$ cat config.mk
export PLATFORM = sky130hd
export DESIGN_NAME = bhp_front
export DESIGN_NICKNAME = d
export VERILOG_FILES = /design/src/bhp_pkg.sv /design/src/bhp_front.sv
export SDC_FILE = /design/constraint.sdc
export NUM_CORES = 1
export LEC_CHECK = 0
export BUFFER_PORTS_ARGS = -buffer_cell sky130_fd_sc_hd__buf_2
export CAP_MARGIN = 5
export CORE_UTILIZATION = 58
export CTS_CLUSTER_DIAMETER = 120
export CTS_CLUSTER_SIZE = 10
export DETAILED_ROUTE_END_ITERATION = 10
export PLACE_DENSITY = 0.8
export SLEW_MARGIN = 20
export SYNTH_ARGS = -nofsm -noshare
export SYNTH_HDL_FRONTEND = slang
export SYNTH_SLANG_ARGS = --single-unit
export TNS_END_PERCENT = 1
$ cat constraint.sdc
create_clock -name clk -period 6.81 [get_ports clk]
set_input_delay 1.0215 -clock clk [delete_from_list [all_inputs] [get_ports clk]]
set_output_delay 1.0215 -clock clk [all_outputs]
set_load 0.005 [all_outputs]
$ cat src/bhp_pkg.sv
// Package for the fourth-order high-pass IIR core.
// Holds fixed-point constants, feedback coefficients and the queue status type.
// No dependencies.
`default_nettype none

package bhp_pkg;

  // input scaling: round(2^30 / gain)
  localparam int INV_GAIN_Q30 = 788564584;
  localparam int COEF_FRAC    = 28;
  localparam int OUT_SCALE    = 32767;
  localparam int SAMPLE_W     = 16;

  // feedback coefficients, Q28, oldest output first
  localparam logic signed [31:0] FB_COEF [4] = '{
    -32'sd144782040, 32'sd668172973, -32'sd1164221167, 32'sd908646698
  };

  // queue between front and back
  localparam int QDEPTH = 4;
  localparam int QPTR_W = $clog2(QDEPTH);
  localparam int QCNT_W = $clog2(QDEPTH + 1);

  typedef struct packed {
    logic              push;
    logic              pop;
    logic              full;
    logic              empty;
    logic [QCNT_W-1:0] count;
  } bhp_qstat_t;

endpackage

`default_nettype wire

$ cat src/bhp_front.sv
// Front stage: accepts input transactions and scales each sample to the
// state format. Depends on bhp_pkg.
`default_nettype none

module bhp_front import bhp_pkg::*; #(
  parameter int STATE_WIDTH = 32
) (
  input  wire                      clk,
  input  wire                      rst_n,
  input  wire                      in_tvalid,
  output logic                     in_tready,
  input  wire  [15:0]              in_tdata,   // [15:0] sample_in
  input  wire                      in_tlast,   // block_end
  output logic                     q_valid,
  input  wire                      q_ready,
  output logic [STATE_WIDTH:0]     q_data      // {block_end, scaled sample}
);

  localparam int FRAC_BITS = STATE_WIDTH - 4;
  localparam int SH        = 45 - FRAC_BITS;
  localparam logic signed [47:0] GAIN48 = 48'(INV_GAIN_Q30);
  localparam logic signed [47:0] RND48  = 48'sd1 <<< (SH - 1);

  logic signed [47:0]            samp_ext;
  logic signed [47:0]            prod;
  logic signed [47:0]            rounded;
  logic signed [STATE_WIDTH-1:0] x_nxt;
  logic signed [STATE_WIDTH-1:0] x_r;
  logic                          last_r;
  logic                          v_r;
  logic                          v_nxt;
  logic                          take;

  always_comb begin
    samp_ext = {{(48-SAMPLE_W){in_tdata[SAMPLE_W-1]}}, in_tdata};
    prod     = samp_ext * GAIN48;
    rounded  = (prod + RND48) >>> SH;
    x_nxt    = rounded[STATE_WIDTH-1:0];
  end

  assign in_tready = !v_r || q_ready;
  assign take      = in_tvalid && in_tready;

  always_comb begin
    v_nxt = v_r;
    if (take) begin
      v_nxt = 1'b1;
    end else if (q_ready) begin
      v_nxt = 1'b0;
    end
  end

  always_ff @(posedge clk) begin
    if (!rst_n) begin
      v_r <= 1'b0;
    end else begin
      v_r <= v_nxt;
    end
  end

  always_ff @(posedge clk) begin
    if (take) begin
      x_r    <= x_nxt;
      last_r <= in_tlast;
    end
  end

  assign q_valid = v_r;
  assign q_data  = {last_r, x_r};

endmodule

`default_nettype wire

Word-level counts from Yosys, hierarchy flattened
Cells that the tools add are included.
{"block": "op_classes", "addsub": 1, "reduce_logical": 4, "muxes": 2, "n_mul": 1}
{"operator": "adder 47 x 18 -> 48 bit (second input constant)", "count": 1}
{"operator": "multiplier 16 x 28 -> 44 bit (second input constant)", "count": 1}
{"operator": "2-to-1 mux 1 bit", "count": 2}
{"operator": "nonzero test 2 bit", "count": 1}
{"operator": "logical AND 1 bit", "count": 1}
{"operator": "zero test 1 bit", "count": 1}
{"operator": "logical OR 1 bit", "count": 1}
{"block": "word_totals", "inputBits": 21, "elab_cells": 11, "output_inout_bits": 35, "register_bits": 33}

Longest topological paths before layout
Gate-level depths: netlist (run 1).
{"block": "depth", "ltp_word": 4, "depth_mapped": 24, "mapped_depth_nobuf": 23}

Worst setup path before layout (run 1)
Ideal clock, no wire load.
{"block": "synth_timing", "path_kind": "input port to flip-flop", "startpoint": "input port in_tdata[13]", "endpoint": "register x_r[29] (data pin)", "required_time_ns": 6.552, "path_buffers": 1, "setup_ns": 0.258, "arrival_time_ns": 7.131, "slack_ns": -0.579, "path_stages": 21, "cell_sequence": "fa_1 ha_1 fa_1 inv_1 fa_1 inv_1 fa_1 fa_1 ha_1 a21oi_1 o21ai_1 a21oi_1 a2111oi_4 or3_1 xnor2_1 or3b_1 or4_1 buf_2 nor4_2 mux2i_1 xnor2_1"}
{"block": "synth_between", "elab_chain_cells": 2}
{"item": "start: declaration", "line": "bhp_front.sv:12", "text": "input wire [15:0] in_tdata,"}
{"item": "multiplier 16 x 28 -> 44 bit", "line": "bhp_front.sv:36", "text": "prod = samp_ext * GAIN48;"}
{"item": "adder 47 x 18 -> 48 bit", "line": "bhp_front.sv:37", "text": "rounded = (prod + RND48) >>> SH;"}
{"item": "named net rounded[29]", "line": "bhp_front.sv:26", "text": "logic signed [47:0] rounded;"}
{"item": "end signal: assignment", "line": "bhp_front.sv:63", "text": "x_r <= x_nxt;"}
{"item": "end: declaration", "line": "bhp_front.sv:28", "text": "logic signed [STATE_WIDTH-1:0] x_r;"}
The timed path passes the listed nets, and every way through them passes these cells.
A chain may end at the register's enable or synchronous reset.

Worst setup path in the final report (run 1)
{"block": "layout_timing", "startpoint": "input port in_tdata[15]", "endpoint": "register x_r[29] (data pin)"}
The elaborated chain is that of the path after synthesis.

==> out/metrics.cfg, run 1 <==
[outcome]
outcome=finished, violations left
violations=negative setup slack

[floorplanning]
die_w_um=122
ioPinCount=56
rows=43
core_um2=14000
die_area_um2=14900
die_h_um=122
start_util=0.597

[sta]
finalHoldViolations=0
skew_ps=4.95
maxSlewViolCount=0
relSlewSlack=0.683
setup_viol=14
finalCritPeriodShare=1.06
worst_pin_slew_ps=470
fin_crit_ps=7240
layout_setup_ws_ps=-432
fmax_ghz=0.138
rsz0062_at_grt=true

[worst_setup_path]
worstSetupStartpointType=input port
crit_slowest_cell=fa_1
critPathArrivalTime_ps=7260
crit_path_end_kind=flip-flop
max_stage_delay_ps=590
critPathMostFrequentCell=fa_1
path_buf_inv=4
cp_max_fo=6
cp_top_family=adder cells
ff2ff_setup_slack_ps=5560
required_ps=6830
crit_chain=buf_2 > fa_1 > ha_1 > fa_1 > inv_1 > fa_1 > inv_1 > fa_1 > fa_1 > ha_4 > nand4_1 > o41ai_2 > a21oi_1 > buf_4 > a21oi_2 > nor3_1 > nor3b_2 > or3b_4 > or4_4 > nor4_4 > mux2i_1 > xnor2_1
path_class=input port to flip-flop

[routing]
drcViolationCount=0
vias=7390
routed_wl_um=23000
dr.pass1.iters=4
antenna_left=0
viasPerCell=5.61
drt_iter0_markers=450
wire_per_inst_um=17.5

[clock_tree]
cts.htree.levels=2
cts_made_buffers=5
clk_pin_slew_ps=50
root_buffer=clkbuf_16
cts.sink_count=33
clk_path_buf_depth=2
cts_hold_buf=0
clock_latency_ps=280
cts_tree=built

[yosys]
synth_top_family_by_area=adder cells
synth_nets=1193
synth_flop_cell=edfxtp_1
ys_ff_latch=33
avgSynthCellArea_um2=9.45
ys_seq_area_frac=0.117
ys_warn_count=0
synth_xor_area_frac=0.0587
ys_types=62
ys_async_sr_fraction=0
synthMuxAreaShare=0.00240
yosys.area_share.simple=0.121
synth-edff-count=32
synth_area_um2=8350
synthAdderAreaFrac=0.513
synthCells=884
synth-compound-area-share=0.105

[placement]
gp_congestion=0.953
port_buffers=55
placed_cells=1302
preCtsSetupSlack_ps=-592
dp_hpwl_um=20100

[final_layout]
final_cell_mix=buf_4, ha_1, inv_1, fa_1, buf_2
post_layout_nonfiller_instances=1317
final_common_cell=buf_4
drive_gt1_frac=0.288
num-nets-final=1445
num_antenna_cells=0
synthToLayoutAreaGrowth_pct=28.6

[grt]
grt_pass1_vias=7633
track_usage=0.319
grt_max_degree=33
overflow=0
antenna_found_initial=0
grt_pass1_wl_um=36300

[job]
drv_cap=0

[worst_hold_path]
min_path_type=flip-flop to flip-flop

-- cell families after synthesis --
group           Yosys count
compound gates          136
xor+xnor                 56
fa+ha+maj               288
buf+inv                 175
flops                    33
mux                       2
simple gates            194
-- state kept, by name (all words and copies together) (netlist names) --
register / flops
last_r: 1
q_valid: 1
x_r: 31
-- layout make-up --
type | count | area (µm²)
Timing Repair Buffer | 262 | 1830
Sequential cell | 33 | 981
Clock inverter | 3 | 12.5
Clock buffer | 5 | 125
Fill cell | 923 | 3250
Multi-Input combinational cell | 676 | 6970
Inverter | 158 | 593
Tap cell | 180 | 225
-- Yosys cell counts (14+ instances only) --
library cell  number  area, µm²
nor2_1            36        135
a21oi_1           38        190
ha_1             197       2460
inv_1            158        593
nand3_1           19       95.1
o21ai_0           26        130
nor3_1            14       70.1
xnor2_1           35        307
fa_1              91       1820
nand2_1           55        206
xor2_1            21        184
edfxtp_1          32        961
nand4_1           14       87.6
-- worst paths after layout --
path,from,endpoint,cells after the start
max reg2reg,q_valid,x_r[2],3
min reg2reg,q_valid,q_valid,2
max,in_tdata[15],x_r[29],22
min,q_valid,q_valid,2
-- metal layers --
metal / share of wire / global-route usage / wire (µm) / vias to the layer above
met5: 0 / 0 / 0 / -
met1: 0.41 / 0.385 / 9350 / 3506
met4: 0.046 / 0.154 / 1070 / 0
met3: 0.050 / 0.0229 / 1150 / 82
met2: 0.50 / 0.572 / 11500 / 282
li1: - / - / - / 3520
-- metrics by stage --
stage                     area [µm²]  utilization  hold slack (ps)  setup TNS (ps)
final                          10700        0.768              538           -1500
after global routing           10700        0.768              594           -3600
after CTS                      10600        0.757              556            -400
after detailed placement       10400        0.741              534           -5240
after global placement         10400        0.741              506           -3410
after floorplan                 8480            -              537            -183
-- repair_timing --
action                                  in CTS  in global routing
gates resized for setup                     15                 22
endpoints found under the setup margin      12                 16
pin swaps                                    1                 18
buffers inserted                             0                  7
-- worst min-delay path, delay by kind of cell, from the launching register on --
family,cells,cell delay (ps)
simple gates,1,100
compound gates,1,80
flops,1,310
Power of run 1 is not shown: default switching activity piles up to over one toggle a cycle in this logic, so the estimate is an artifact.
==> inputs of run 2 (changes only) <==
--- a/config.mk
+++ b/config.mk
@@ -8,6 +8,7 @@
 export BUFFER_PORTS_ARGS = -buffer_cell sky130_fd_sc_hd__buf_2
 export CAP_MARGIN = 5
 export CORE_UTILIZATION = 58
+export CTS_BUF_LIST = sky130_fd_sc_hd__clkbuf_2
 export CTS_CLUSTER_DIAMETER = 120
 export CTS_CLUSTER_SIZE = 10
 export DETAILED_ROUTE_END_ITERATION = 10
==> run 2 against run 1 <==
The flow still finishes with violations (negative setup slack). Clock skew up 12 ps. Maximum frequency up 2.0%. Setup slack better by 140 ps. Via count about the same. Count of clock-buffer cells in the layout unchanged. Non-clock buffer count unchanged. Cell area down 1.2%. First-iteration DRC count down 15%. Global-route usage down 0.57 points. Wire length down 1.4%. Die area unchanged. Critical path type unchanged. Highest routed layer unchanged.
==> out/metrics.cfg, run 2 (synthesis gave the netlist of run 1 again) <==
[grt]
grt_pass1_wl_um=35700  ; -1.5%
grt_max_degree=33  ; unchanged
overflow=0  ; unchanged
antenna_found_initial=0  ; unchanged
track_usage=0.313  ; -0.00565
grt_pass1_vias=7596  ; -0.48%

[sta]
fmax_ghz=0.141  ; +2.0%
rsz0062_at_grt=true
fin_crit_ps=7100  ; -143 ps
maxSlewViolCount=0  ; unchanged
layout_setup_ws_ps=-289  ; +143 ps
worst_pin_slew_ps=465  ; -5.02 ps
setup_viol=5  ; -9
skew_ps=16.7  ; +11.8 ps
relSlewSlack=0.687  ; +0.00338
finalCritPeriodShare=1.04  ; -0.0210
finalHoldWorstSlack_ps=547  ; +8.77 ps
finalHoldViolations=0  ; unchanged

[floorplanning]
die_area_um2=14900  ; unchanged
die_w_um=122  ; unchanged
rows=43  ; unchanged
start_util=0.597  ; unchanged
ioPinCount=56  ; unchanged
die_h_um=122  ; unchanged
core_um2=14000  ; unchanged

[worst_setup_path]
required_ps=6960  ; +130 ps
cp_max_fo=6  ; unchanged
ff2ff_setup_slack_ps=5560  ; about the same
path_class=input port to flip-flop
reg2reg_depth=3  ; unchanged
critPathArrivalTime_ps=7250  ; about the same
worstSetupStartpointType=input port
crit_path_end_kind=flip-flop
r2r_end=x_r[3]
r2r-start=q_valid

[clock_tree]
clock_latency_ps=370  ; +90 ps
cts_hold_buf=0  ; unchanged
clk_pin_slew_ps=170  ; +120 ps
cts_tree=built
clk_path_buf_depth=2  ; unchanged
cts_made_buffers=5  ; unchanged
cts.htree.levels=2  ; unchanged
root_buffer=clkbuf_2
cts.sink_count=33  ; unchanged

[placement]
port_buffers=55  ; unchanged
place_area_um2=10400  ; unchanged
dp_hpwl_um=20100  ; unchanged
gp_congestion=0.953  ; unchanged

[final_layout]
final_common_cell=buf_4
drive_gt1_frac=0.284  ; -0.00440
num-fill-cells=959  ; +3.9%
postLayoutCellArea_um2=10600  ; -1.2%
largest_reg_flops=31  ; unchanged
regMostFlops=x_r
num_antenna_cells=0  ; unchanged
final_cell_mix=buf_4, ha_1, inv_1, fa_1, buf_2
synthToLayoutAreaGrowth_pct=27.1
num-nets-final=1445  ; unchanged

[routing]
viasPerCell=5.61  ; about the same
wire_per_inst_um=17.2  ; -1.4%
vias=7385  ; -0.068%
drt_iter0_markers=383  ; -15%
dr.pass1.iters=5  ; +1
antenna_left=0  ; unchanged
drcViolationCount=0  ; unchanged
routed_wl_um=22700  ; -1.4%

[worst_hold_path]
hold_depth=2  ; unchanged
holdPathEnd=q_valid
min_path_type=flip-flop to flip-flop
min-delay-start=q_valid

[outcome]
violations=negative setup slack
outcome=finished, violations left

[job]
drv_cap=0  ; unchanged

-- run 2: cell count changes in the layout (fill, tap and decap cells not counted), moves of 2 or more --
cell       change
nor3_2         -2
clkbuf_2       +5
clkbuf_16      -5
nor3_1         +2
-- run 2: cell type report --
cell class / count / area, µm² / share of cell area
multi-input cells: 676 / 6950 / 0.655
clock buffers: 5 / 25.0 / 0.00236
repair buffers: 262 / 1830 / 0.172
flip-flops and latches: 33 / 981 / 0.0924
well taps: 180 / 225 / 0.0212
inverters: 158 / 593 / 0.0559
clock inverters: 3 / 12.5 / 0.00118
-- run 2: critical path, stage by stage --
cell	delay [ps]
buf_2	120
fa_1	590
ha_1	260
fa_1	480
inv_1	50
fa_1	500
inv_1	70
fa_1	500
fa_1	540
ha_4	350
nand4_1	190
o41ai_2	280
a21oi_1	70
buf_4	160
a21oi_2	180
nor3_1	80
nor3b_2	200
or3b_4	410
or4_4	460
nor4_4	300
mux2i_1	300
xnor2_1	120
-- run 2: worst max path at each step --
stage | start | endpoint
2_1_floorplan | in_tdata[3] | x_r[29]
3_3_place_gp | in_tdata[15] | x_r[29]
3_5_place_dp | in_tdata[15] | x_r[29]
4_1_cts | in_tdata[15] | x_r[29]
5_1_grt | in_tdata[15] | x_r[29]
6_report | in_tdata[15] | x_r[29]
-- run 2: repair_timing --
action,CTS,global route
pin swaps,1,18
resized for setup,7,24
gates cloned,0,0
setup buffers,0,7
endpoints found under the setup margin,3,13
-- run 2: per-stage QoR --
step | setup TNS (ps) | util | cells | setup slack [ps]
floorplan | -183 | - | 884 | -183
CTS | -88.9 | 0.747 | 1310 | -88.9
global placement | -3410 | 0.741 | 1302 | -430
detailed placement | -5240 | 0.741 | 1302 | -592
global route | -1540 | 0.759 | 1317 | -352
finish | -488 | 0.759 | 1317 | -289
-- run 2: metal layers --
layer	routed length, µm	vias to the layer above	share of wire	global-route usage
li1	-	3519	-	-
met1	9360	3468	0.41	0.380
met2	11200	316	0.49	0.557
met3	1150	82	0.051	0.0262
met4	1020	0	0.045	0.151
met5	0	-	0	0
Power of run 2 is left out for the same reason.
==> inputs of run 3 (changes only) <==
--- a/config.mk
+++ b/config.mk
@@ -7,6 +7,7 @@
 export LEC_CHECK = 0
 export BUFFER_PORTS_ARGS = -buffer_cell sky130_fd_sc_hd__buf_2
 export CAP_MARGIN = 5
+export CORE_ASPECT_RATIO = 1.4
 export CORE_UTILIZATION = 58
 export CTS_BUF_LIST = sky130_fd_sc_hd__clkbuf_2
 export CTS_CLUSTER_DIAMETER = 120
@@ -17,4 +18,4 @@
 export SYNTH_ARGS = -nofsm -noshare
 export SYNTH_HDL_FRONTEND = slang
 export SYNTH_SLANG_ARGS = --single-unit
-export TNS_END_PERCENT = 1
+export TNS_END_PERCENT = 50
==> run 3 against run 2 <==
The flow now finishes without violations. Worst hold slack improved by 19 ps. Sequential share of layout area fell by 0.26 points. Highest routed layer unchanged. Cell count rose by 0.30%. Die area is essentially flat. Maximum frequency is 4.4% higher. Count of clock-buffer cells in the layout up 1.
==> out/metrics.cfg, run 3 (synthesis gave the netlist of run 1 again) <==
[outcome]
outcome=complete, no violations

[grt]
track_usage=0.316  ; +0.00256
antenna_found_initial=1  ; +1
overflow=0  ; unchanged
grt_pass1_vias=7742  ; +1.9%
grt_pass1_wl_um=35400  ; -0.85%
grt_max_degree=33  ; unchanged

[sta]
fmax_ghz=0.147  ; +4.4%
setup_viol=0  ; -5
relSlewSlack=0.685  ; -0.00130
finalHoldViolations=0  ; unchanged
fin_crit_ps=6800  ; -299 ps
skew_ps=4.87  ; -11.8 ps
finalCritPeriodShare=0.999  ; -0.0439
worst_pin_slew_ps=470  ; +4.79 ps
maxSlewViolCount=0  ; unchanged
rsz0062_at_grt=true

[clock_tree]
clock_latency_ps=360  ; about the same
cts_tree=built
cts.htree.levels=2  ; unchanged
clk_pin_slew_ps=150  ; -20 ps
cts.sink_count=33  ; unchanged
cts_made_buffers=5  ; unchanged
clk_path_buf_depth=2  ; unchanged
cts_hold_buf=0  ; unchanged
root_buffer=clkbuf_2

[final_layout]
drive_gt1_frac=0.321  ; +0.0366
final_common_cell=buf_4
synthToLayoutAreaGrowth_pct=30.8
postLayoutCellArea_um2=10900  ; +2.9%
final_cell_mix=buf_4, ha_1, inv_1, fa_1, nand2_1
num-nets-final=1443  ; -0.14%
regMostFlops=x_r
largest_reg_flops=31  ; unchanged

[routing]
wire_per_inst_um=17.9  ; +3.6%
dr.pass1.iters=5  ; unchanged
antenna_left=0  ; unchanged
drt_iter0_markers=317  ; -17%
viasPerCell=5.64  ; +0.56%
routed_wl_um=23600  ; +3.9%
drcViolationCount=0  ; unchanged
vias=7449  ; +0.87%

[floorplanning]
rows=51  ; +19%
die_h_um=144  ; +18%
die_w_um=103  ; -15%
die_area_um2=14900  ; about the same
core_um2=14000  ; about the same
start_util=0.598  ; about the same
ioPinCount=56  ; unchanged

[job]
drv_cap=0  ; unchanged

[worst_setup_path]
crit_chain=buf_8 > fa_1 > ha_2 > ha_4 > fa_1 > inv_2 > fa_1 > inv_2 > fa_1 > ha_4 > a21o_1 > a21o_1 > a221o_1 > or3_4 > o211ai_1 > nand3b_1 > xnor2_2 > or4_4 > nor4_4 > mux2i_1 > xnor2_1
crit_slowest_cell=fa_1
critPathMostFrequentCell=fa_1
path_class=input port to flip-flop
max_stage_delay_ps=570  ; -20 ps
crit_path_end_kind=flip-flop
reg2reg_depth=3  ; unchanged
cp_max_fo=3  ; -3
required_ps=6940  ; -20 ps
cp_top_family=adder cells
r2r_end=x_r[0]
worstSetupStartpointType=input port
ff2ff_setup_slack_ps=5590  ; +30 ps
critPathArrivalTime_ps=6930  ; -320 ps
r2r-start=q_valid
path_buf_inv=3  ; -1

[worst_hold_path]
min-delay-start=q_valid
hold_depth=2  ; unchanged
holdPathEnd=q_valid
min_path_type=flip-flop to flip-flop

[placement]
port_buffers=55  ; unchanged
place_area_um2=10400  ; about the same
dp_hpwl_um=19400  ; -3.1%
gp_congestion=0.940  ; -1.4%

==> run 3: cell types whose count changed in the layout (fill, tap and decap cells not counted), sizes merged <==
cell	change
buf	-3
clkbuf	+2
clkinv	-1
diode	+1
==> run 3: worst max-delay path by stage <==
| stage | start | cells after the start | to |
|---|---|---|---|
| floorplan | in_tdata[3] | 22 | x_r[29] |
| global placement | in_tdata[15] | 21 | x_r[29] |
| detailed placement | in_tdata[15] | 24 | x_r[29] |
| CTS | in_tdata[11] | 24 | x_r[29] |
| global route | in_tdata[13] | 22 | x_r[29] |
| finish | in_tdata[1] | 21 | x_r[29] |
==> run 3: timing repair <==
item | 4_1_cts | 5_1_grt
endpoints found under the setup margin | 9 | 14
gates cloned | 0 | 0
pin swaps | 3 | 39
buffers inserted | 0 | 5
gates resized for setup | 11 | 90
==> run 3: cell type report <==
class                           count  area, µm²
Multi-Input combinational cell    676       7210
Sequential cell                    33        981
Timing Repair Buffer              260       1870
Fill cell                         902       3050
Inverter                          158        593
Clock buffer                        6       30.0
Antenna cell                        1       2.50
Tap cell                          185        231
Clock inverter                      2       10.0
==> run 3: per-layer routing <==
metal | wire length, µm | GRT usage | share of wire | vias to the layer above
li1 | - | - | - | 3519
met1 | 8510 | 0.340 | 0.36 | 3543
met2 | 12500 | 0.565 | 0.53 | 272
met3 | 902 | 0.0256 | 0.038 | 115
met4 | 1720 | 0.237 | 0.073 | 0
met5 | 0 | 0 | 0 | -
==> run 3: worst min-delay path: stages, from the launching register on <==
cell	delay [ps]
dfxtp_1	340
nand2b_1	100
a21boi_0	90
==> run 3: through the flow <==
stage               setup WS [ps]  hold slack (ps)  TNS, ps   util  cells
finish                       9.46              565        0  0.782   1321
global route                 -120              612     -482  0.782   1321
CTS                         -20.0              568    -20.0  0.749   1315
detailed placement           -618              549    -6650  0.742   1307
global placement             -473              502    -4470  0.742   1307
floorplan                    -183              537     -183      -    884
Power of run 3 is left out for the same reason.
