$ cat src/bhp_pkg.sv
// Package for the fourth-order high-pass IIR core.
// Holds fixed-point constants, feedback coefficients and the queue status type.
// No dependencies.
`default_nettype none

package bhp_pkg;

  // input scaling: round(2^30 / gain)
  localparam int INV_GAIN_Q30 = 788564584;
  localparam int COEF_FRAC    = 28;
  localparam int OUT_SCALE    = 32767;
  localparam int SAMPLE_W     = 16;

  // feedback coefficients, Q28, oldest output first
  localparam logic signed [31:0] FB_COEF [4] = '{
    -32'sd144782040, 32'sd668172973, -32'sd1164221167, 32'sd908646698
  };

  // queue between front and back
  localparam int QDEPTH = 4;
  localparam int QPTR_W = $clog2(QDEPTH);
  localparam int QCNT_W = $clog2(QDEPTH + 1);

  typedef struct packed {
    logic              push;
    logic              pop;
    logic              full;
    logic              empty;
    logic [QCNT_W-1:0] count;
  } bhp_qstat_t;

endpackage

`default_nettype wire

$ cat src/bhp_queue.sv
// Short register queue between front and back stages (first-word fall-through).
// Depends on bhp_pkg for depth and status type.
`default_nettype none

module bhp_queue import bhp_pkg::*; #(
  parameter int WIDTH = 33
) (
  input  wire              clk,
  input  wire              rst_n,
  input  wire              wr_valid,
  output logic             wr_ready,
  input  wire  [WIDTH-1:0] wr_data,
  output logic             rd_valid,
  input  wire              rd_ready,
  output logic [WIDTH-1:0] rd_data,
  output bhp_qstat_t       stat
);

  logic [WIDTH-1:0]  mem_r [QDEPTH];
  logic [QPTR_W-1:0] wptr_r, wptr_nxt;
  logic [QPTR_W-1:0] rptr_r, rptr_nxt;
  logic [QCNT_W-1:0] cnt_r, cnt_nxt;
  logic              push, pop;

  assign wr_ready = (cnt_r != QCNT_W'(QDEPTH));
  assign rd_valid = (cnt_r != '0);
  assign push     = wr_valid && wr_ready;
  assign pop      = rd_valid && rd_ready;
  assign rd_data  = mem_r[rptr_r];

  always_comb begin
    wptr_nxt = wptr_r;
    rptr_nxt = rptr_r;
    cnt_nxt  = cnt_r;
    if (push) begin
      wptr_nxt = (wptr_r == QPTR_W'(QDEPTH - 1)) ? '0 : wptr_r + 1'b1;
    end
    if (pop) begin
      rptr_nxt = (rptr_r == QPTR_W'(QDEPTH - 1)) ? '0 : rptr_r + 1'b1;
    end
    if (push && !pop) begin
      cnt_nxt = cnt_r + 1'b1;
    end else if (pop && !push) begin
      cnt_nxt = cnt_r - 1'b1;
    end
  end

  always_ff @(posedge clk) begin
    if (!rst_n) begin
      wptr_r <= '0;
      rptr_r <= '0;
      cnt_r  <= '0;
    end else begin
      wptr_r <= wptr_nxt;
      rptr_r <= rptr_nxt;
      cnt_r  <= cnt_nxt;
    end
  end

  always_ff @(posedge clk) begin
    if (push) begin
      mem_r[wptr_r] <= wr_data;
    end
  end

  always_comb begin
    stat.push  = push;
    stat.pop   = pop;
    stat.full  = !wr_ready;
    stat.empty = !rd_valid;
    stat.count = cnt_r;
  end

endmodule

`default_nettype wire

$ cat config.mk
export PLATFORM = sky130hd
export DESIGN_NAME = bhp_queue
export DESIGN_NICKNAME = d
export VERILOG_FILES = /design/src/bhp_pkg.sv /design/src/bhp_queue.sv
export SDC_FILE = /design/constraint.sdc
export NUM_CORES = 1
export LEC_CHECK = 0
export ABC_AREA = 1
export BUFFER_PORTS_ARGS = -buffer_cell sky130_fd_sc_hd__buf_2
export CORE_MARGIN = 3
export CORE_UTILIZATION = 61
export CTS_BUF_LIST = sky130_fd_sc_hd__clkbuf_16
export DETAILED_ROUTE_END_ITERATION = 8
export GPL_TIMING_DRIVEN = 1
export MAX_ROUTING_LAYER = met4
export PLACE_DENSITY = 0.84
export SYNTH_ARGS = -nofsm -noshare
export SYNTH_HDL_FRONTEND = slang
export SYNTH_SLANG_ARGS = --single-unit
$ cat constraint.sdc
create_clock -name clk -period 6.2 [get_ports clk]
set_clock_uncertainty 0.15 [all_clocks]
set_input_delay 1.24 -clock clk [delete_from_list [all_inputs] [get_ports clk]]
set_output_delay 1.24 -clock clk [all_outputs]
set_load 0.1 [all_outputs]
# Word-level counts from Yosys, hierarchy flattened
# Memories as Yosys holds them, arrays and structs flattened. A register that Yosys moved wholly into a read port is not among the register bits.
# Cells that the tools add are included.
[word_totals]
wordCells = 29
output_inout_bits = 42
mem_count = 1
ram_bits = 132
ff_bits = 7
in_bits = 37
[memory_table]
columns = ["memory", "words", "width", "rd", "rd_ports_with_merged_regs", "write_ports", "line_no", "source"]
rows = [
  ["mem_r", 4, 33, 1, 1, 1, "bhp_queue.sv:19", "logic [WIDTH-1:0] mem_r [QDEPTH];"],
]
[op_classes]
add_sub_neg = 4
mux = 8
eq_ne = 3
n_reduce_logical = 10
[op_table]
columns = ["cell", "n"]
rows = [
  ["two-way mux 2 bit", 4],
  ["two-way mux 3 bit", 2],
  ["adder 2 x 1 -> 2 bit, second input constant", 2],
  ["equality test 2 bit, second input constant", 2],
  ["logical AND 1 bit", 4],
  ["zero test 1 bit", 4],
  ["adder 3 x 1 -> 3 bit, second input constant", 1],
  ["inequality test 3 bit, second input constant", 1],
  ["nonzero test 3 bit", 1],
  ["subtractor 3 x 1 -> 3 bit, second input constant", 1],
  ["two-way mux 1 bit", 2],
  ["nonzero test 2 bit", 1],
]

# Longest topological paths before layout
# Gate-level depths: netlist of the first run.
[logic_depth]
ltp_word = 6
mapped_depth = 13
depth_no_buf = 13

# Worst setup path after synthesis of the first run
# Ideal clock, no wire load.
[synth_path]
path_type = "register -> register"
from = "reg cnt_r[1]"
to = "mem mem_r[0][0] (enable)"
synth_period_minus_slack_ns = 4.218
required_ns = 5.627
t_arrival_ns = 3.645
path_slack_ns = 1.982
setup_time_ns = 0.423
stages_incl_launch_ff = 5
path_buffers = 0
path_cell_list = "dfxtp_1 > nor2_1 > nand2_1 > nand2_1 > nor2_1"
[synth_via]
elab_chain_cells = 4
[synth_lines]
columns = ["element", "line_no", "source"]
rows = [
  ["start, declared", "bhp_queue.sv:22", "logic [QCNT_W-1:0] cnt_r, cnt_nxt;"],
  ["start signal, assigned", "bhp_queue.sv:56", "cnt_r <= cnt_nxt;"],
  ["inequality test 3 bit", "bhp_queue.sv:25", "assign wr_ready = (cnt_r != QCNT_W'(QDEPTH));"],
  ["net wr_ready", "bhp_queue.sv:11", "output logic wr_ready,"],
  ["logical AND 1 bit", "bhp_queue.sv:27", "assign push = wr_valid && wr_ready;"],
  ["two-way mux 1 bit", "bhp_queue.sv:61", "if (push) begin"],
  ["two-way mux 1 bit (not written as such)", "bhp_queue.sv:62", "mem_r[wptr_r] <= wr_data;"],
  ["end, declared", "bhp_queue.sv:19", ""],
]
# The timed path passes the listed nets, and every way through them passes these cells.

==> results of run 1 <==
[synth_stat cells (all sizes together)]
cell,n,share of area
clkbuf,3,0.0025
nand2,14,0.0097
nand3b,2,0.0028
ha,6,0.014
nand3,2,0.0018
o21ai,68,0.063
nand4,1,0.0012
buf,19,0.031
nor2,80,0.055
edfxtp,132,0.73
o22ai,33,0.038
dfxtp,9,0.033
fa,1,0.0037
inv,19,0.013
a21oi,4,0.0037
[sequential cells by signal (all words and copies together), names as in the netlist, named ones only]
register,count
rptr_r,2
mem_r,132
wptr_r,2
cnt_r,3
[layer usage]
layer	share of wire	vias up	wire, µm	global-route usage
met1	0.41	1635	4350	0.277
li1	-	1594	-	-
met5	0	-	0	-
met2	0.52	116	5470	0.375
met4	0.0078	0	82	0.0497
met3	0.063	12	669	0.0657
[final cells by class]
class | count | area, µm² | share of cell area
clock buffers | 17 | 425 | 0.0657
clock inverters | 14 | 219 | 0.0338
inverters | 19 | 71.3 | 0.0110
multi-input cells | 211 | 1080 | 0.166
flip-flops and latches | 141 | 4150 | 0.640
well taps | 105 | 131 | 0.0203
repair buffers | 80 | 405 | 0.0626
[cell families (layout without fill, tap and decap cells)]
kind of cell    Yosys count  count (layout)  share of synthesized area
buf+inv                  41             130                     0.0462
flops                   141             141                      0.762
compound gates          105             105                      0.104
simple gates             99              99                     0.0706
fa+ha+maj                 7               7                     0.0175
[final timing paths]
kind / endpoint / from / cells after the start
worst min-delay path: cnt_r[0] / cnt_r[0] / 2
worst max register to register: cnt_r[1] / cnt_r[1] / 9
worst max-delay path: rd_data[26] / flip-flop / 4
worst min register to register: cnt_r[0] / cnt_r[0] / 2
[metrics by stage]
| stage | instance area, µm² | worst slack [ns] | hold WS [ns] | utilization |
|---|---|---|---|---|
| finish | 6470 | 2.38 | 0.381 | 0.769 |
| global placement | 5830 | 2.63 | 0.360 | 0.692 |
| floorplan | 5440 | 1.98 | 0.333 | - |
| CTS | 6470 | 2.38 | 0.381 | 0.769 |
| detailed placement | 5830 | 2.60 | 0.371 | 0.692 |
| global route | 6470 | 2.23 | 0.416 | 0.769 |
[worst max-delay path: cells and delay by family, from the launching register on]
kind | cells | cell delay (ns)
buf+inv | 2 | 1.25
compound gates | 2 | 0.44
flops | 1 | 0.32
==> summary.md, run 1 <==
| Metric | Value |
|---|---|
| Status | finished, final reports clean |
| Slowest cell on crit path | inv_2 |
| Sum Neg Setup Slack | 0 ns |
| Final min period | 3.82 ns |
| Core Box Area | 0.00842 mm² |
| Fillers | 518 |
| Commonest non-fill, non-tap cell in the layout | edfxtp_1 |
| Net Count, Synth | 437 |
| Number of I/O pins | 79 |
| Post-CTS sizing | 0 |
| First drt pass iteration count | 5 |
| Period Utilization, post-route | 0.617 |
| #FFs+latches synth | 141 |
| DRT antenna net count | 0 |
| Die Area | 0.0101 mm² |
| Sequential cell area fraction in the yosys report | 0.762 |
| Delay of the slowest critical-path stage | 0.77 ns |
| Setup Viol. Count Final | 0 |
| Nets | 514 |
| CTS hold repair buffers | 0 |
| Hold Path Class | flip-flop to flip-flop |
| 1st-iter DRT viols | 179 |
| Initial Utilization | 0.646 |
| Num Clock Sinks | 141 |
| Root Buffer | clkbuf_16 |
| Placement Rows | 33 |
| Finished Layout Cells | 587 |
| Hold Fails Final Rpt | 0 |
| Die Wd | 100 µm |
| Postcts setup bufs | 0 |
| Placed wire-length estimate | 5760 µm |
| DP Cell Count | 556 |
| Number of synthesis warnings | 0 |
| Max-cap violations | 0 |
| Vias/cell | 5.72 |
| IO buf count | 78 |
| Syn Area/Cell | 13.8 µm² |
| DRC Markers | 0 |
| Antenna cells | 0 |
| Largest net degree at the start of global routing | 67 |
| Clock transition at path regs | 0.06 ns |
| Area Growth Syn to Fin | 19.0% |
| Count of pins over their slew limit | 0 |
| Slew @ Worst Pin | 1.11 ns |
| Routed vias | 3357 |
| Reg2reg setup slack | 3.76 ns |
| Crit path launch type | flip-flop |
| Most frequent cells in the layout | 132 x edfxtp_1, 78 x buf_2, 76 x nor2_1 |
| Die height | 100 µm |
| CTS buffer count | 17 |
| Clock H-tree levels | 4 |
| Worst Path Max Fanout | 66 |
| Global-route wire length before repair | 16500 µm |
| Post-Syn Instances | 393 |
| Worst Setup End Kind | output pin |
| Synth unique cells | 21 |
| Rel. slew slack | 0.257 |
| Worst skew pair latency | 0.41 ns |
| Vias in the first global route | 3323 |
| Grt total ovfl | 0 |
| RePlAce Congestion | 0.728 |
| Total GRT Usage | 0.225 |
| CP required | 4.81 ns |
| Layout cells sized above 1 | 0.245 |
| Critical path class | flip-flop to output pin |
| CTS tree | yes |
| Clock Path Buffers | 2 |
| Critical-path cell list | inv_2 > o21ai_0 > o22ai_1 > buf_2 |
| Mapped cell area | 0.00544 mm² |
| WP data arrival | 2.43 ns |
| Initial antenna violation count | 0 |
| RSZ-0062 raised after global routing | false |
| Highest Clock Rate | 262 MHz |
| Wire per inst | 18.0 µm |
| Final wirelength | 10600 µm |
Power of run 1 is left out: the tool's default activity adds up to more than one toggle a clock period on the data nets, which glitch-free logic cannot reach.
==> inputs of run 2 (changes only) <==
--- a/config.mk
+++ b/config.mk
@@ -8,12 +8,12 @@
 export ABC_AREA = 1
 export BUFFER_PORTS_ARGS = -buffer_cell sky130_fd_sc_hd__buf_2
 export CORE_MARGIN = 3
-export CORE_UTILIZATION = 61
+export CORE_UTILIZATION = 51
 export CTS_BUF_LIST = sky130_fd_sc_hd__clkbuf_16
 export DETAILED_ROUTE_END_ITERATION = 8
 export GPL_TIMING_DRIVEN = 1
 export MAX_ROUTING_LAYER = met4
-export PLACE_DENSITY = 0.84
+export PLACE_DENSITY = 0.75
 export SYNTH_ARGS = -nofsm -noshare
 export SYNTH_HDL_FRONTEND = slang
 export SYNTH_SLANG_ARGS = --single-unit
==> constraint.sdc (replaced) <==
create_clock -name clk -period 3.1 [get_ports clk]
set_clock_uncertainty 0.15 [all_clocks]
set_input_delay 0.62 -clock clk [delete_from_list [all_inputs] [get_ports clk]]
set_output_delay 0.62 -clock clk [all_outputs]
set_load 0.1 [all_outputs]
==> run 2 against run 1 <==
Against the previous run: register-to-register slack worse by 3.0 ns; final cell count up 7.0%; count of clock-buffer cells in the layout unchanged; non-clock buffer count up 8; via count about the same; design area up 1.9%; largest cell class unchanged; highest routed layer unchanged.
==> summary.md, run 2 (same netlist as run 1, synthesis figures left out) <==
| Metric | Value |
|---|---|
| Status | finished, final reports clean (unchanged) |
| Worst Setup End Kind | output pin (unchanged) |
| WP data arrival | 2.10 ns (was 2.43 ns) |
| Placement Rows | 37 (was 33) |
| DRC Markers | 0 (unchanged) |
| Critical path class | flip-flop to output pin (unchanged) |
| Crit path launch type | flip-flop (unchanged) |
| Final min period | 2.87 ns |
| Period Utilization, post-route | 0.927 |
| Critical path buffers and inverters | 2 (unchanged) |
| Final wirelength | 10700 µm (was 10600 µm) |
| RePlAce Congestion | 0.723 (was 0.728) |
| Root Buffer | clkbuf_16 (unchanged) |
| 1st-iter DRT viols | 219 (was 179) |
| Slew @ Worst Pin | 0.518 ns (was 1.11 ns) |
| Commonest non-fill, non-tap cell in the layout | edfxtp_1 (unchanged) |
| CP required | 2.33 ns (was 4.81 ns) |
| Rel. slew slack | 0.655 (was 0.257) |
| Reg2reg setup slack | 0.78 ns (was 3.76 ns) |
| Slowest cell on crit path | dfxtp_2 (was inv_2) |
| Worst R2R Path Depth | 9 (unchanged) |
| Clock transition at path regs | 0.06 ns (about the same) |
| Initial antenna violation count | 1 (was 0) |
| Worst path depth | 4 (unchanged) |
| CTS hold repair buffers | 0 (unchanged) |
| First drt pass iteration count | 5 (unchanged) |
| Wire per inst | 17.1 µm (was 18.0 µm) |
| Vias/cell | 5.35 (was 5.72) |
| Die height | 109 µm (was 100 µm) |
| Number of flip-flops in the largest register | 132 (unchanged) |
| Number of I/O pins | 79 (unchanged) |
| Delay of the slowest critical-path stage | 0.51 ns (was 0.77 ns) |
| Post-CTS sizing | 0 (unchanged) |
| Die Wd | 109 µm (was 100 µm) |
| Clock Path Buffers | 2 (unchanged) |
| DRT antenna net count | 0 (unchanged) |
| Placed wire-length estimate | 6200 µm (was 5760 µm) |
| Num Clock Sinks | 141 (unchanged) |
| Largest net degree at the start of global routing | 67 (unchanged) |
| Sum Neg Setup Slack | 0 ns (unchanged) |
| Highest Clock Rate | 348 MHz |
| RSZ-0062 raised after global routing | false (unchanged) |
| Clock H-tree levels | 4 (unchanged) |
| Max-cap violations | 0 (unchanged) |
| Grt total ovfl | 0 (unchanged) |
| Most frequent cells in the layout | 132 x edfxtp_1, 78 x buf_2, 76 x nor2_1 (unchanged) |
| Area Growth Syn to Fin | 21.3% (was 19.0%) |
| Total GRT Usage | 0.196 (was 0.225) |
| Vias in the first global route | 3299 (was 3323) |
| Worst skew pair latency | 0.41 ns (about the same) |
| Count of pins over their slew limit | 0 (unchanged) |
| Critical-path cell list | buf_4 > o21ai_0 > o22ai_1 > buf_2 (was inv_2 > o21ai_0 > o22ai_1 > buf_2) |
| Initial Utilization | 0.525 (was 0.646) |
| Routed vias | 3360 (was 3357) |
| IO buf count | 78 (unchanged) |
| Layout cells sized above 1 | 0.267 (was 0.245) |
| Nets | 522 (was 514) |
| Hold Path Class | input pin to flip-flop (was flip-flop to flip-flop) |
| R2r endpoint | cnt_r[1] (unchanged) |
| Worst Path Max Fanout | 28 (was 66) |
| Die Area | 0.0119 mm² (was 0.0101 mm²) |
| Crit path max-delay family | buffers and inverters (unchanged) |
| Postcts setup bufs | 0 (unchanged) |
| Hold Startpoint | wr_data[1] (was cnt_r[0]) |
| Fillers | 776 (was 518) |
| CP endpoint | rd_data[5] (was rd_data[26]) |
| Global-route wire length before repair | 16700 µm (was 16500 µm) |
| Largest regs | mem_r x132, cnt_r x3 (unchanged) |
| Reg-to-Reg Start | cnt_r[1] (unchanged) |
| Hold Fails Final Rpt | 0 (unchanged) |
| Core Box Area | 0.0104 mm² (was 0.00842 mm²) |
| Setup Viol. Count Final | 0 (unchanged) |
| CTS tree | yes (unchanged) |
| Reg with most FFs | mem_r (unchanged) |
| CTS buffer count | 17 (unchanged) |
==> run 2: how the worst min path moves through the flow <==
| stage | cells past startpoint | slack [ns] | endpoint |
|---|---|---|---|
| 6_report | 1 | 0.27 | mem_r[1][1] |
| 5_1_grt | 1 | 0.26 | mem_r[1][29] |
| 4_1_cts | 1 | 0.26 | mem_r[2][1] |
| 3_5_place_dp | 2 | 0.35 | cnt_r[0] |
| 3_3_place_gp | 2 | 0.33 | cnt_r[0] |
| 2_1_floorplan | 2 | 0.33 | flip-flop |
==> run 2: per-stage QoR <==
step | instances | cell area, µm² | util | hold slack [ns] | setup slack (ns)
2_1_floorplan | 393 | 5480 | - | 0.333 | 0.118
3_3_place_gp | 595 | 5960 | 0.575 | 0.331 | 0.705
3_5_place_dp | 595 | 5960 | 0.575 | 0.353 | 0.646
4_1_cts | 627 | 6600 | 0.636 | 0.259 | 0.211
5_1_grt | 628 | 6600 | 0.636 | 0.257 | 0.0987
6_report | 628 | 6600 | 0.636 | 0.272 | 0.225
==> run 2: final cells by class <==
cell class / instances / area (µm²) / area share
flip-flops and latches: 141 / 4150 / 0.629
multi-input cells: 211 / 1080 / 0.164
repair buffers: 88 / 490 / 0.0743
clock buffers: 17 / 425 / 0.0645
clock inverters: 15 / 209 / 0.0317
well taps: 136 / 170 / 0.0258
inverters: 19 / 71.3 / 0.0108
diodes: 1 / 2.50 / 0.000379
==> run 2: per-layer routing <==
layer  track usage  vias to the layer above  routed length, µm
met5             -                        -                  0
met4        0.0632                        0                120
met3        0.0599                       14                588
met2         0.314                       98               5640
met1         0.239                     1627               4400
li1              -                     1621                  -
Power of run 2 is left out for the same reason.
==> inputs of run 3 (changes only) <==
--- a/config.mk
+++ b/config.mk
@@ -5,7 +5,6 @@
 export SDC_FILE = /design/constraint.sdc
 export NUM_CORES = 1
 export LEC_CHECK = 0
-export ABC_AREA = 1
 export BUFFER_PORTS_ARGS = -buffer_cell sky130_fd_sc_hd__buf_2
 export CORE_MARGIN = 3
 export CORE_UTILIZATION = 51
@@ -14,6 +13,7 @@
 export GPL_TIMING_DRIVEN = 1
 export MAX_ROUTING_LAYER = met4
 export PLACE_DENSITY = 0.75
+export REMOVE_ABC_BUFFERS = 1
 export SYNTH_ARGS = -nofsm -noshare
 export SYNTH_HDL_FRONTEND = slang
 export SYNTH_SLANG_ARGS = --single-unit
==> run 3 against run 2 <==
Against the previous run: final cell count shrank 25%; die area shrank 3.2%; register-to-register slack lost 0.29 ns; synthesized area shrank 3.4%; critical endpoint is now rd_data[29]; largest cell class unchanged; highest routed layer unchanged.
==> summary.md, run 3 <==
| Metric | Value |
|---|---|
| Final worst slack | 0.400 ns (was 0.225 ns) |
| Crit path launch type | flip-flop (unchanged) |
| Die Wd | 108 µm (was 109 µm) |
| First drt pass iteration count | 4 (was 5) |
| Vias/cell | 5.46 (was 5.35) |
| Reg2reg setup slack | 0.49 ns (was 0.78 ns) |
| Initial Utilization | 0.531 (was 0.525) |
| Final wirelength | 9130 µm (was 10700 µm) |
| Post-Syn Instances | 229 (was 393) |
| Largest regs | mem_r x132, cnt_r x3 (unchanged) |
| Routed vias | 2564 (was 3360) |
| Commonest non-fill, non-tap cell in the layout | edfxtp_1 (unchanged) |
| Wire per inst | 19.4 µm (was 17.1 µm) |
| Largest net degree at the start of global routing | 25 (was 67) |
| Worst skew pair latency | 0.41 ns (about the same) |
| Area of the multi-input gates | 0.00103 mm² (was 0.00108 mm²) |
| CTS tree | yes (unchanged) |
| Fillers | 672 (was 776) |
| Critical path class | flip-flop to output pin (unchanged) |
| Vias in the first global route | 2743 (was 3299) |
| Worst slack, placed | 0.500 ns (was 0.646 ns) |
| IO buf count | 78 (unchanged) |
| Worst Path Max Fanout | 16 (was 28) |
| Most frequent cells in the layout | 132 x edfxtp_1, 78 x buf_2, 33 x mux4_2 (was 132 x edfxtp_1, 78 x buf_2, 76 x nor2_1) |
| Placed cell area | 0.00584 mm² (was 0.00596 mm²) |
| Placed wire-length estimate | 5740 µm (was 6200 µm) |
| Total GRT Usage | 0.179 (was 0.196) |
| Synth unique cells | 26 (was 21) |
| Area share of the largest cell type after synthesis | 0.754 (was 0.728) |
| Max-cap violations | 0 (unchanged) |
| Clock H-tree levels | 4 (unchanged) |
| Rel. slew slack | 0.563 (was 0.655) |
| R2r endpoint | cnt_r[2] (was cnt_r[1]) |
| 1st-iter DRT viols | 124 (was 219) |
| Minimum hold slack | 0.270 ns (was 0.272 ns) |
| Number of synthesis warnings | 0 (unchanged) |
| Final min period | 2.70 ns (was 2.87 ns) |
| Hold depth | 1 (unchanged) |
| Slew @ Worst Pin | 0.650 ns (was 0.518 ns) |
| Die Area | 0.0116 mm² (was 0.0119 mm²) |
| RePlAce Congestion | 0.693 (was 0.723) |
| Syn Area/Cell | 23.0 µm² (was 13.8 µm²) |
| Design area | 0.00648 mm² (was 0.00660 mm²) |
| Post-synth EDFFs | 132 (unchanged) |
| #FFs+latches synth | 141 (unchanged) |
| Placement Rows | 36 (was 37) |
| Hold Fails Final Rpt | 0 (unchanged) |
| Global-route wire length before repair | 14500 µm (was 16700 µm) |
| Layout cells sized above 1 | 0.472 (was 0.267) |
| DRC Markers | 0 (unchanged) |
| Postcts setup bufs | 0 (unchanged) |
| WP data arrival | 1.93 ns (was 2.10 ns) |
| Register Area | 0.00415 mm² (about the same) |
| Hold Path Class | input pin to flip-flop (unchanged) |
| CTS hold repair buffers | 0 (unchanged) |
| Root Buffer | clkbuf_16 (unchanged) |
| Count of pins over their slew limit | 0 (unchanged) |
| Top_reg_cell synth | edfxtp_1 (unchanged) |
| Num Clock Sinks | 141 (unchanged) |
| Die height | 108 µm (was 109 µm) |
| Top post-synthesis cells by count | 132 x edfxtp_1, 33 x mux4_2, 9 x dfxtp_1 (was 132 x edfxtp_1, 80 x nor2_1, 50 x o21ai_0) |
| Grt total ovfl | 0 (unchanged) |
| Reg-to-Reg Start | cnt_r[0] (was cnt_r[1]) |
| Post-CTS sizing | 0 (unchanged) |
| Core Box Area | 0.00991 mm² (was 0.0104 mm²) |
| Ys async rst share | 0 (unchanged) |
| Nets | 368 (was 522) |
| Clock Path Buffers | 2 (unchanged) |
| Cell taking the most area after synthesis | edfxtp_1 (unchanged) |
| Antenna cells | 0 (was 1) |
| Initial antenna violation count | 0 (was 1) |
| CP required | 2.33 ns (about the same) |
| CTS buffer count | 17 (unchanged) |
| Largest cells by area after synthesis | edfxtp_1 75%, mux4_2 14%, dfxtp_1 3.4%, ha_1 1.4%, buf_4 0.71% (was edfxtp_1 73%, nor2_1 5.5%, o21ai_0 4.6%, o22ai_1 3.8%, dfxtp_1 3.3%) |
| Worst Setup End Kind | output pin (unchanged) |
| Hold Startpoint | wr_data[16] (was wr_data[1]) |
| RSZ-0062 raised after global routing | false (unchanged) |
| Setup Viol. Count Final | 0 (unchanged) |
| Hold EP | mem_r[3][16] (was mem_r[1][1]) |
| DRT antenna net count | 0 (unchanged) |
| Number of flip-flops in the largest register | 132 (unchanged) |
| Period Utilization, post-route | 0.871 (was 0.927) |
| Clock transition at path regs | 0.06 ns (about the same) |
| Number of I/O pins | 79 (unchanged) |
| Worst R2R Path Depth | 7 (was 9) |
| Reg with most FFs | mem_r (unchanged) |
| Highest Clock Rate | 370 MHz (was 348 MHz) |
| Sequential cell area fraction in the yosys report | 0.788 (was 0.762) |
| Mapped cell area | 0.00526 mm² (was 0.00544 mm²) |
| Area Growth Syn to Fin | 23.3% (was 21.3%) |
| Status | finished, final reports clean (unchanged) |
| Most common cell in the netlist | edfxtp_1 (unchanged) |
run 3: through the flow:
stage | utilization | setup TNS, ns | std cells
2_1_floorplan | - | -54.89 | 217
3_3_place_gp | 0.589 | 0 | 438
3_5_place_dp | 0.589 | 0 | 438
4_1_cts | 0.654 | 0 | 470
5_1_grt | 0.654 | 0 | 470
6_report | 0.654 | 0 | 470
run 3: worst max-delay path by stage:
stage               from           to  depth (start not counted)  slack, ns
2_1_floorplan   cnt_r[0]     cnt_r[2]                          8      -0.81
3_3_place_gp    cnt_r[0]     cnt_r[2]                          7       0.68
3_5_place_dp    cnt_r[0]     cnt_r[2]                          7       0.50
4_1_cts        flip-flop  rd_data[14]                          3       0.34
5_1_grt         cnt_r[0]     cnt_r[2]                          7       0.21
6_report       flip-flop  rd_data[29]                          3       0.40
run 3: layout make-up:
cell class	instances	share of cell area
clock buffer	17	0.0656
clock inverter	15	0.0340
inverter	6	0.00347
multi-input combinational	70	0.158
sequential	141	0.639
timing repair buffer	88	0.0737
tap	133	0.0257
run 3: cell families after synthesis:
kind of cell	share of synthesized area
buf+inv	0.0176
compound gates	0.00666
flops	0.788
mux	0.145
simple gates	0.0209
xor+xnor	0.00333
fa+ha+maj	0.0181
run 3: per-layer routing:
layer  GRT usage  share of wire
met1       0.213           0.41
met5           -              0
met2       0.286           0.51
met3      0.0504          0.060
met4      0.0839          0.018
run 3: worst max-delay path: stages, from the launching register on:
cell and delay (ns):
dfxtp_2 0.32, buf_4 0.32, mux4_2 0.57, buf_2 0.31
Power of run 3 is left out for the same reason.
